### src/ise_pkg.sv
// Shared types, constants and operand helpers for the instruction sequence enumerator.
// Used by ise_cell and instruction_sequence_enumerator; depends on nothing else.
`timescale 1ns / 1ps
`default_nettype none

package ise_pkg;

	localparam int MAX_SLOTS_DEF = 8;

	// Configuration register indexes
	localparam int CFG_IDX_W = 1;
	localparam logic [CFG_IDX_W-1:0] REG_NUM_INPUTS = 1'b0;
	localparam logic [CFG_IDX_W-1:0] REG_SEQ_LENGTH = 1'b1;

	localparam logic [4:0] NIN_MAX = 5'd26;

	// Operand kinds
	localparam logic [1:0] KIND_INPUT  = 2'd0;
	localparam logic [1:0] KIND_RESULT = 2'd1;
	localparam logic [1:0] KIND_CONST  = 2'd2;

	// Constants are held as value plus two
	localparam logic [4:0] CONST_LOW_MIN = 5'd0;
	localparam logic [4:0] CONST_LOW_MAX = 5'd4;

	// Stored opcodes and their reported numbers
	localparam logic [1:0] OP_ADD = 2'd0;
	localparam logic [1:0] OP_SUB = 2'd1;
	localparam logic [1:0] OP_MUL = 2'd2;
	localparam logic [3:0] OPC_ADD = 4'd8;
	localparam logic [3:0] OPC_SUB = 4'd10;
	localparam logic [3:0] OPC_MUL = 4'd12;

	typedef struct packed {
		logic [1:0] kind;
		logic [4:0] low;
	} opnd_t;

	typedef struct packed {
		logic [1:0] op;
		opnd_t      a;
		opnd_t      b;
	} slot_t;

	// Broadcast controls from the sequencer to every cell
	typedef struct packed {
		logic load_first;
		logic commit;
		logic clear_pend;
		logic snap;
		logic shift;
	} cell_ctl_t;

	localparam opnd_t OPND_FIRST = '{kind: KIND_INPUT, low: 5'd0};

	function automatic logic [3:0] op_code(input logic [1:0] op);
		logic [3:0] r;
		begin
			case (op)
				OP_SUB:  r = OPC_SUB;
				OP_MUL:  r = OPC_MUL;
				default: r = OPC_ADD;
			endcase
			return r;
		end
	endfunction

	function automatic logic [4:0] opnd_index(input opnd_t o);
		return (o.kind == KIND_CONST) ? 5'd0 : o.low;
	endfunction

	// Constant value in three-bit two's complement
	function automatic logic [2:0] opnd_const(input opnd_t o);
		return (o.kind == KIND_CONST) ? (o.low[2:0] + 3'd6) : 3'd0;
	endfunction

endpackage

`default_nettype wire

### src/ise_cell.sv
// One instruction slot of the enumerator chain: slot state, carry token and output shift stage.
// Depends on ise_pkg.
`timescale 1ns / 1ps
`default_nettype none

module ise_cell #(
	parameter int MAX_SLOTS = ise_pkg::MAX_SLOTS_DEF,
	parameter int POS = 0
) (
	input  logic              clk,
	input  logic              arst_n,
	input  ise_pkg::cell_ctl_t ctl,
	input  logic [4:0]        nin,
	input  logic              tok_in,
	input  ise_pkg::slot_t    sh_in,
	output ise_pkg::slot_t    sh_out,
	output logic              tok,
	output logic              hit,
	output logic              carry
);
	import ise_pkg::*;

	localparam int PW = $clog2(MAX_SLOTS + 1);
	localparam int CW = (PW > 6) ? PW : 6;
	localparam logic [CW-1:0] POS_W = CW'(POS);
	localparam logic IS_FIRST = (POS == 0);

	logic [1:0] op_q;
	opnd_t      a_q;
	opnd_t      b_q;
	logic       pend_q;
	logic       tok_q;
	slot_t      sh_q;

	logic       a_max;
	logic       b_max;
	logic       op_max;
	logic       can_adv;
	logic [1:0] op_n;
	opnd_t      a_n;
	opnd_t      b_n;

	// Step one operand to its successor in input, result, constant order
	function automatic opnd_t opnd_next(input opnd_t o, input logic [4:0] n);
		opnd_t r;
		logic [5:0] inc;
		logic [CW-1:0] inc_w;
		begin
			inc = {1'b0, o.low} + 6'd1;
			inc_w = CW'(inc);
			case (o.kind)
				KIND_INPUT: begin
					if (inc >= {1'b0, n}) begin
						r.kind = IS_FIRST ? KIND_CONST : KIND_RESULT;
						r.low = 5'd0;
					end else begin
						r.kind = KIND_INPUT;
						r.low = inc[4:0];
					end
				end
				KIND_RESULT: begin
					if (inc_w >= POS_W) begin
						r.kind = KIND_CONST;
						r.low = CONST_LOW_MIN;
					end else begin
						r.kind = KIND_RESULT;
						r.low = inc[4:0];
					end
				end
				default: begin
					r.kind = KIND_CONST;
					r.low = (o.low >= CONST_LOW_MAX) ? CONST_LOW_MAX : inc[4:0];
				end
			endcase
			return r;
		end
	endfunction

	// Decide whether this slot can absorb the carry
	assign b_max   = (b_q.kind == KIND_CONST) && (b_q.low == CONST_LOW_MAX);
	assign a_max   = (a_q.kind == KIND_CONST) && (a_q.low == CONST_LOW_MAX);
	assign op_max  = (op_q >= OP_MUL);
	assign can_adv = !(b_max && a_max && op_max);
	assign hit     = tok_q && can_adv;
	assign carry   = tok_q && !can_adv;
	assign tok     = tok_q;
	assign sh_out  = sh_q;

	// Next combination of this slot alone
	always_comb begin
		op_n = op_q;
		a_n = a_q;
		b_n = b_q;
		if (!b_max) begin
			b_n = opnd_next(b_q, nin);
		end else if (!a_max) begin
			a_n = opnd_next(a_q, nin);
			b_n = OPND_FIRST;
		end else begin
			op_n = op_q + 2'd1;
			a_n = OPND_FIRST;
			b_n = OPND_FIRST;
		end
	end

	// Slot state, pending reset flag and carry token
	always_ff @(posedge clk or negedge arst_n) begin
		if (!arst_n) begin
			op_q <= OP_ADD;
			a_q <= OPND_FIRST;
			b_q <= OPND_FIRST;
			pend_q <= 1'b0;
			tok_q <= 1'b0;
		end else begin
			tok_q <= tok_in;
			if (ctl.load_first) begin
				op_q <= OP_ADD;
				a_q <= OPND_FIRST;
				b_q <= OPND_FIRST;
				pend_q <= 1'b0;
			end else if (hit) begin
				op_q <= op_n;
				a_q <= a_n;
				b_q <= b_n;
			end else if (ctl.clear_pend) begin
				pend_q <= 1'b0;
			end else if (carry) begin
				pend_q <= 1'b1;
			end else if (ctl.commit && pend_q) begin
				op_q <= OP_ADD;
				a_q <= OPND_FIRST;
				b_q <= OPND_FIRST;
				pend_q <= 1'b0;
			end
		end
	end

	// Output shift stage: capture the slot, then hand toward slot zero per beat
	always_ff @(posedge clk) begin
		if (ctl.snap) begin
			sh_q <= '{op: op_q, a: a_q, b: b_q};
		end else if (ctl.shift) begin
			sh_q <= sh_in;
		end
	end

endmodule

`default_nettype wire

### src/instruction_sequence_enumerator.sv
// Top level of the instruction sequence enumerator: config registers, sequencer, cell chain.
// Depends on ise_pkg and ise_cell.
//
// Usage: each input beat (restart) either reloads the first combination (restart = 1)
// or steps the odometer to the next combination (restart = 0). The block then sends
// one output beat per slot, slot 0 first, with last set on slot seq_length-1. Once
// every combination has been visited, an advance gives one beat with exhausted set
// and all other fields zero; further advances repeat it until a restart.
// Sequence: a restart reloads and captures the first combination, then sends
// seq_length beats. An advance first walks the carry token through k cells
// (1..seq_length), one cell per cycle from the last slot toward slot 0, until a
// cell takes it; the slots are then captured and seq_length beats follow. An
// advance that runs out of combinations sends its exhausted beat once the carry
// leaves slot 0, and a repeated one goes straight to sending.
// A new input beat is taken only after the last output beat of the previous one.
// Stalls: output beats come from a shift chain that only moves when out_ready is
// high; a stalled beat holds. Reset: num_inputs = 1, seq_length = 1, all slots hold
// add with input A as both operands, and the block is idle. Configuration may be
// written only while idle.
`timescale 1ns / 1ps
`default_nettype none

module instruction_sequence_enumerator #(
	parameter int MAX_SLOTS = ise_pkg::MAX_SLOTS_DEF
) (
	input  logic                          clk,
	input  logic                          arst_n,
	input  logic                          cfg_we,
	input  logic [ise_pkg::CFG_IDX_W-1:0] cfg_idx,
	input  logic [4:0]                    cfg_data,
	input  logic                          in_valid,
	output logic                          in_ready,
	input  logic                          restart,
	output logic                          out_valid,
	input  logic                          out_ready,
	output logic [2:0]                    slot,
	output logic [3:0]                    opcode,
	output logic [1:0]                    a_kind,
	output logic [4:0]                    a_index,
	output logic signed [2:0]             a_const,
	output logic [1:0]                    b_kind,
	output logic [4:0]                    b_index,
	output logic signed [2:0]             b_const,
	output logic                          last,
	output logic                          exhausted
);
	import ise_pkg::*;

	localparam int LW = $clog2(MAX_SLOTS + 1);
	localparam int LCW = (LW > 4) ? LW : 4;

	localparam logic [1:0] ST_IDLE = 2'd0;
	localparam logic [1:0] ST_SCAN = 2'd1;
	localparam logic [1:0] ST_SNAP = 2'd2;
	localparam logic [1:0] ST_SEND = 2'd3;

	logic [4:0]    nin_q;
	logic [3:0]    len_q;
	logic [4:0]    nin_eff;
	logic [LW-1:0] len_eff;

	logic [1:0]    state_q;
	logic          done_q;
	logic          exh_q;
	logic [LW-1:0] rem_q;
	logic [2:0]    idx_q;

	logic          in_fire;
	logic          out_fire;
	logic          inject;
	logic          any_hit;
	cell_ctl_t     ctl;

	logic [MAX_SLOTS:0]   carry_w;
	logic [MAX_SLOTS-1:0] hit_w;
	logic [MAX_SLOTS-1:0] tok_w;
	slot_t                sh_w [0:MAX_SLOTS];
	slot_t                head;

	// Configuration registers
	always_ff @(posedge clk or negedge arst_n) begin
		if (!arst_n) begin
			nin_q <= 5'd1;
			len_q <= 4'd1;
		end else if (cfg_we) begin
			unique case (cfg_idx)
				REG_NUM_INPUTS: nin_q <= cfg_data;
				REG_SEQ_LENGTH: len_q <= cfg_data[3:0];
				default: ;
			endcase
		end
	end

	// Clamp the registers to their usable ranges
	always_comb begin
		if (nin_q == 5'd0) begin
			nin_eff = 5'd1;
		end else if (nin_q > NIN_MAX) begin
			nin_eff = NIN_MAX;
		end else begin
			nin_eff = nin_q;
		end
		if (len_q == 4'd0) begin
			len_eff = LW'(1);
		end else if (LCW'(len_q) > LCW'(MAX_SLOTS)) begin
			len_eff = LW'(MAX_SLOTS);
		end else begin
			len_eff = LW'(len_q);
		end
	end

	assign in_ready  = (state_q == ST_IDLE);
	assign out_valid = (state_q == ST_SEND);
	assign in_fire   = in_valid && in_ready;
	assign out_fire  = out_valid && out_ready;
	assign inject    = in_fire && !restart && !done_q;
	assign any_hit   = |hit_w;

	// Broadcast controls
	always_comb begin
		ctl.load_first = in_fire && restart;
		ctl.commit     = any_hit;
		ctl.clear_pend = carry_w[0];
		ctl.snap       = (state_q == ST_SNAP);
		ctl.shift      = out_fire;
	end

	// Chain of slot cells; the carry token walks from the last used slot toward slot 0
	assign carry_w[MAX_SLOTS] = 1'b0;
	assign sh_w[MAX_SLOTS] = '0;

	for (genvar i = 0; i < MAX_SLOTS; i++) begin : g_cell
		logic tok_in;
		assign tok_in = (inject && (LW'(i + 1) == len_eff)) || carry_w[i + 1];

		ise_cell #(
			.MAX_SLOTS(MAX_SLOTS),
			.POS(i)
		) u_cell (
			.clk(clk),
			.arst_n(arst_n),
			.ctl(ctl),
			.nin(nin_eff),
			.tok_in(tok_in),
			.sh_in(sh_w[i + 1]),
			.sh_out(sh_w[i]),
			.tok(tok_w[i]),
			.hit(hit_w[i]),
			.carry(carry_w[i])
		);
	end

	// Sequencer: accept, walk the carry, capture, send beats
	always_ff @(posedge clk or negedge arst_n) begin
		if (!arst_n) begin
			state_q <= ST_IDLE;
			done_q <= 1'b0;
			exh_q <= 1'b0;
			rem_q <= '0;
			idx_q <= 3'd0;
		end else begin
			unique case (state_q)
				ST_IDLE: begin
					if (in_fire) begin
						if (restart) begin
							done_q <= 1'b0;
							state_q <= ST_SNAP;
						end else if (done_q) begin
							exh_q <= 1'b1;
							state_q <= ST_SEND;
						end else begin
							state_q <= ST_SCAN;
						end
					end
				end
				ST_SCAN: begin
					if (any_hit) begin
						state_q <= ST_SNAP;
					end else if (carry_w[0]) begin
						done_q <= 1'b1;
						exh_q <= 1'b1;
						state_q <= ST_SEND;
					end
				end
				ST_SNAP: begin
					rem_q <= len_eff;
					idx_q <= 3'd0;
					exh_q <= 1'b0;
					state_q <= ST_SEND;
				end
				ST_SEND: begin
					if (out_fire) begin
						if (exh_q || (rem_q == LW'(1))) begin
							state_q <= ST_IDLE;
						end else begin
							rem_q <= rem_q - LW'(1);
							idx_q <= idx_q + 3'd1;
						end
					end
				end
				default: state_q <= ST_IDLE;
			endcase
		end
	end

	// Drive the beat from the head of the shift chain
	assign head      = sh_w[0];
	assign exhausted = exh_q;
	assign slot      = exh_q ? 3'd0 : idx_q;
	assign opcode    = exh_q ? 4'd0 : op_code(head.op);
	assign a_kind    = exh_q ? 2'd0 : head.a.kind;
	assign a_index   = exh_q ? 5'd0 : opnd_index(head.a);
	assign a_const   = exh_q ? 3'sd0 : signed'(opnd_const(head.a));
	assign b_kind    = exh_q ? 2'd0 : head.b.kind;
	assign b_index   = exh_q ? 5'd0 : opnd_index(head.b);
	assign b_const   = exh_q ? 3'sd0 : signed'(opnd_const(head.b));
	assign last      = !exh_q && (rem_q == LW'(1));

	// Exactly one token is in flight while scanning
	a_scan_tok: assert property (@(posedge clk) disable iff (!arst_n)
		(state_q == ST_SCAN) |-> $onehot(tok_w))
		else $error("carry token lost or duplicated during scan");

	// At most one cell takes the carry
	a_one_hit: assert property (@(posedge clk) disable iff (!arst_n)
		$onehot0(hit_w))
		else $error("more than one cell advanced");

	// A taken carry leads to the capture cycle
	a_hit_snap: assert property (@(posedge clk) disable iff (!arst_n)
		any_hit |=> (state_q == ST_SNAP))
		else $error("advance not followed by capture");

	// The exhausted beat is only sent once the space is used up
	a_exh_done: assert property (@(posedge clk) disable iff (!arst_n)
		((state_q == ST_SEND) && exh_q) |-> done_q)
		else $error("exhausted beat without done flag");

	// The final beat returns the block to idle
	a_last_idle: assert property (@(posedge clk) disable iff (!arst_n)
		(out_fire && (last || exhausted)) |=> (state_q == ST_IDLE))
		else $error("block not idle after final beat");

endmodule

`default_nettype wire
### config.mk
export PLATFORM = sky130hd
export DESIGN_NAME = instruction_sequence_enumerator
export DESIGN_NICKNAME = d
export VERILOG_FILES = /design/src/ise_pkg.sv /design/src/ise_cell.sv /design/src/instruction_sequence_enumerator.sv
export SDC_FILE = /design/constraint.sdc
export NUM_CORES = 1
export LEC_CHECK = 0
export BUFFER_PORTS_ARGS = -buffer_cell sky130_fd_sc_hd__buf_2
export CAP_MARGIN = 0
export CELL_PAD_IN_SITES_DETAIL_PLACEMENT = 0
export CELL_PAD_IN_SITES_GLOBAL_PLACEMENT = 1
export CORE_ASPECT_RATIO = 0.7
export CORE_UTILIZATION = 55
export CTS_CLUSTER_SIZE = 25
export DETAILED_ROUTE_END_ITERATION = 12
export PLACE_DENSITY = 0.94
export RECOVER_POWER = 100
export SETUP_SLACK_MARGIN = 0.1
export SYNTH_ARGS = -nofsm -noshare
export SYNTH_HDL_FRONTEND = slang
export SYNTH_SLANG_ARGS = --single-unit
### constraint.sdc
create_clock -name clk -period 8.4 [get_ports clk]
set_input_delay 0.84 -clock clk [delete_from_list [all_inputs] [get_ports clk]]
set_output_delay 0.84 -clock clk [all_outputs]
set_load 0.03 [all_outputs]
==> results.txt <==
Registers are responsible for 44.0% of the overall power. Measured against its own limit, the worst slew margin works out to -119%. The startpoint identified for the worst register-to-register timing path is state_q[0].

TritonCTS built the clock tree. The area added between synthesis and finish is 7.27%, and the peak supply drop is 185 µV. The most critical setup path has its startpoint at state_q[0]. The logs give 1,227 for the first-iteration detailed-routing DRC count and 3.02 ns for the final worst slack.

The final reports fail on max-capacitance violations, max-slew violations. Clock latency on the worst-skew pair, taken at its later pin, is 0.57 ns. The H-tree depth reported by CTS came out at 1.

In this run the power density over the cells is 271 nW/µm². Ranked by total cell area, the synthesized netlist is headed by sky130_fd_sc_hd__dfrtp_1 (22%), sky130_fd_sc_hd__edfxtp_1 (22%), sky130_fd_sc_hd__ha_1 (9.5%). Data on the critical path is required at its endpoint by 8.58 ns. The basic-gate share of the synthesized area counting and, or, nand and nor cells is 16.6%, and the worst stage delay on the critical path is 2.41 ns.

The tools report the via total after detailed routing as 13.3k. The tool flagged a number of max-cap violations equal to 5. At the placement stage, the worst setup path has a slack of 4.82 ns.

In this run the remaining antenna-violating nets after routing total 0. Dividing the detail-routed via count by the number of cells gives 6.15. The count of nets after finishing is 1,869.

Timing would allow up to 186 MHz. After synthesis, the largest family of logic cells by area is simple AND/OR/NAND/NOR gates. The share of post-route cells with drive strength above 1 works out to 12.0%. Counting instances in the post-synthesis netlist gives the leading cell types as sky130_fd_sc_hd__dfrtp_1 (159), sky130_fd_sc_hd__ha_1 (135), sky130_fd_sc_hd__edfxtp_1 (128), sky130_fd_sc_hd__nand2_1 (125), sky130_fd_sc_hd__nor2_1 (125). Buffers inserted to repair hold after CTS numbered 0. The combined global-route utilization of all metal layers was 26.0%.

The critical path in this run is classified as reg2reg. The clock-pin slew on the worst setup and hold paths was 0.06 ns; the clock group share of total power was 26.3%. The final non-filler cell total is 2,164, and the switching fraction of total power is 32.8%. Of the available clock period, the critical path in the final layout requires 64.0%. Number of I/O pins: 43. The count of buffers added on input and output ports is 41. In this run, synthesis inferred 128 flip-flops with an integrated enable. In this run, synthesis produced a sequential element count of 289. The initial utilization of the core area, before any placement, comes to 56.4%. The tools report the cell area after layout as 19,000 µm². Global routing finished with a remaining overflow of 0. The floorplan row count is 54, and the CTS sink count is 289.

Count of synthesis-stage warnings from yosys: 0. The worst hold path terminates at g_cell[4].u_cell.op_q[0]. Of the total synthesized cell area, the portion taken by full adders, half adders and majority gates is 9.54%. The critical path goes through inv_1 > ha_1 > nand2b_4 > buf_4. The number of buffers between clock root and the deepest sink is 3. The number of gates resized after CTS was 0.

The logs give 85 for the count of cell types in the netlist and 1,874 for the synthesized net count. After detailed routing, the number of remaining DRC violations is 0. The tools report the reg-to-reg endpoint as g_cell[7].u_cell.sh_out[7]. Detailed placement finished with a half-perimeter wire length of 28,900 µm. The final setup TNS came out at 0 ns. The first global-routing pass estimated 69,200 µm of wire. The transition time at the pin with the least slew margin was 3.29 ns; the number of antenna violations at the first check in global routing was 0.

The slowest stage of the critical path is the sky130_fd_sc_hd__ha_1 cell. The number of buffers inserted during clock tree synthesis is 29. STA classifies the critical path endpoint as a flop. Including well taps, the total number of placed cells is 2,111.

The standby leakage power is 8.13 nW. In this run the post-CTS setup repair buffer count came out at 0. The post-synthesis mux area share works out to 8.11%. For the number of max-slew violations in the final report, the log shows 183. The run finished, with violations left.

The root buffer cell chosen for the clock tree is sky130_fd_sc_hd__clkbuf_16. The first detailed-routing pass ran for 6 iterations. The share of synthesized registers carrying an async set or reset was 55.7%; the routed wire length per instance was 19.7 µm.

Final number of hold-violating endpoints: 0. Summing the sequential cell areas from Yosys gives 44.5% of the chip area. The die is 216 µm wide. The placer's final routability congestion estimate was 0.898. Along the worst path, the maximum fanout reaches 74.

Dividing the synthesized area by the synthesized cell count gives 10.3 µm². In this run the standard cell core region covers 31,400 µm². The pin count of the biggest net entering global routing is 75, and the compound-gate portion of the synthesized area is 14.8%. On the final layout, the worst clock skew is 0.0197 ns.

Placed cell area: 18,200 µm². The leading cell type by number of instances after synthesis was sky130_fd_sc_hd__dfrtp_1. The class of the tightest hold or removal check is reg2reg.

The final layout contains routed wiring with a total length of 42,700 µm. For the via count of the first global-routing pass, the log shows 12.9k. The synthesized design devotes to its leading area cell type 22.5% of total area.

Among all flip-flop cells after synthesis, the most frequent one is sky130_fd_sc_hd__dfrtp_1. The number of cells on the worst hold path is 1, and the die extent in y is 152 µm. Setup repair after global routing left no endpoint under its margin. For the finished layout, the period the worst path requires is 5.38 ns. The floorplan step defined a die boundary enclosing 32,900 µm². Total setup violations reported at the end of the flow: 0. The repair_antennas step left the layout with diodes totalling 0. In this run the most critical hold path is launched from g_cell[4].u_cell.op_q[0].

The combinational share of power was 29.8%. The worst setup path is launched from a flop. After technology mapping, the gate count stands at 1,727. The number of cells traversed by the worst register-to-register path is 4.

Summed over all nets, the switching power comes to 1.69 mW. The endpoint arrival time on the critical path is 5.55 ns, and the reg-to-reg setup timing slack is 3.02 ns. The xor-xnor portion of the synthesized cell area was 2.27%; the internal power contribution was 3.45 mW. Summed over all instances, the cell type with the most area after synthesis is sky130_fd_sc_hd__dfrtp_1. The tools report the post-synthesis instance area as 17,700 µm².
placed cells by master, fill, tap and decap left out, types with 12 or more instances in the layout:
master,instances
sky130_fd_sc_hd__nand2b_1,28
sky130_fd_sc_hd__and3_1,27
sky130_fd_sc_hd__nor3_1,32
sky130_fd_sc_hd__o21ai_0,116
sky130_fd_sc_hd__xor2_1,21
sky130_fd_sc_hd__a211oi_1,19
sky130_fd_sc_hd__mux2_2,106
sky130_fd_sc_hd__or2_2,14
sky130_fd_sc_hd__clkbuf_16,29
sky130_fd_sc_hd__a21oi_1,66
sky130_fd_sc_hd__a21o_1,35
sky130_fd_sc_hd__or3_1,13
sky130_fd_sc_hd__and2_1,26
sky130_fd_sc_hd__a22o_1,12
sky130_fd_sc_hd__nor2_1,125
sky130_fd_sc_hd__nand2_1,125
sky130_fd_sc_hd__ha_1,135
sky130_fd_sc_hd__a31oi_1,17
sky130_fd_sc_hd__edfxtp_1,128
sky130_fd_sc_hd__clkbuf_1,40
sky130_fd_sc_hd__dfrtp_1,159
sky130_fd_sc_hd__inv_1,94
sky130_fd_sc_hd__nor2b_1,23
sky130_fd_sc_hd__mux2_1,18
sky130_fd_sc_hd__a32o_1,12
sky130_fd_sc_hd__xnor2_1,25
sky130_fd_sc_hd__nor3b_1,15
sky130_fd_sc_hd__o31ai_1,13
sky130_fd_sc_hd__nand3_1,65
stage by stage:
stage | power, mW | hold WS (ns) | util, %
floorplan | 3.38 | 0.430 | -
global placement | 3.76 | 0.468 | 57.9
detailed placement | 3.82 | 0.483 | 57.9
CTS | 5.18 | 0.255 | 61.0
global route | 5.39 | 0.501 | 60.5
finish | 5.14 | 0.485 | 60.5
worst max path at each step:
stage,end,cells after the start,slack (ns)
after floorplan,g_cell[0].u_cell.sh_out[0],6,3.48
after global placement,g_cell[7].u_cell.sh_out[9],4,4.95
after detailed placement,g_cell[3].u_cell.a_q[0],13,4.82
after CTS,g_cell[3].u_cell.a_q[0],13,4.80
after global routing,g_cell[7].u_cell.sh_out[8],4,2.68
final,g_cell[7].u_cell.sh_out[7],4,3.02
state kept, by name, indices dropped and copies added, names as in the netlist, 5 cells and up:
name	count
g_cell.u_cell.sh_out	128
nin_q	5
g_cell.u_cell.pend_q	7
g_cell.u_cell.b_q	55
g_cell.u_cell.tok	8
g_cell.u_cell.a_q	55
g_cell.u_cell.op_q	16
logic make-up (layout without fill, tap and decap cells):
group           after synthesis  count (layout)
other cells                   1               1
compound gates              382             382
xor+xnor                     46              46
mux                         128             128
simple gates                563             563
flops                       289             289
buf+inv                     183             200
fa+ha+maj                   135             135
worst max-delay path, delay by kind of cell, from the launching register on:
family / cells / cell delay, ns
adders and majority gates: 1 / 2.41
and+or+nand+nor: 1 / 1.11
buffers and inverters: 2 / 0.94
DFF: 1 / 0.42
power by group through the flow:
| stage | Sequential (mW) | Combinational, mW | Clock, mW |
|---|---|---|---|
| after floorplan | 2.24 | 1.14 | 0 |
| after global placement | 2.28 | 1.48 | 0 |
| after detailed placement | 2.29 | 1.53 | 0 |
| after CTS | 2.27 | 1.55 | 1.37 |
| after global routing | 2.30 | 1.67 | 1.42 |
| final | 2.26 | 1.53 | 1.35 |
per-layer routing:
layer  vias to the layer above  global-route usage [%]  share of wire (%)
met4                         0                    6.81                2.3
met2                       440                    40.4                 45
met5                         -                       0                  0
met1                      6532                    38.4                 47
li1                       6266                       -                  -
met3                        69                    3.57                6.3
layout make-up:
class,instances,area (µm²)
clock buffers,41,831
fillers,2596,12400
clock inverters,12,144
inverters,94,353
flip-flops and latches,289,7880
well taps,420,526
multi-input cells,1255,9030
repair buffers,53,245
Power figures use the tool's default switching activity.
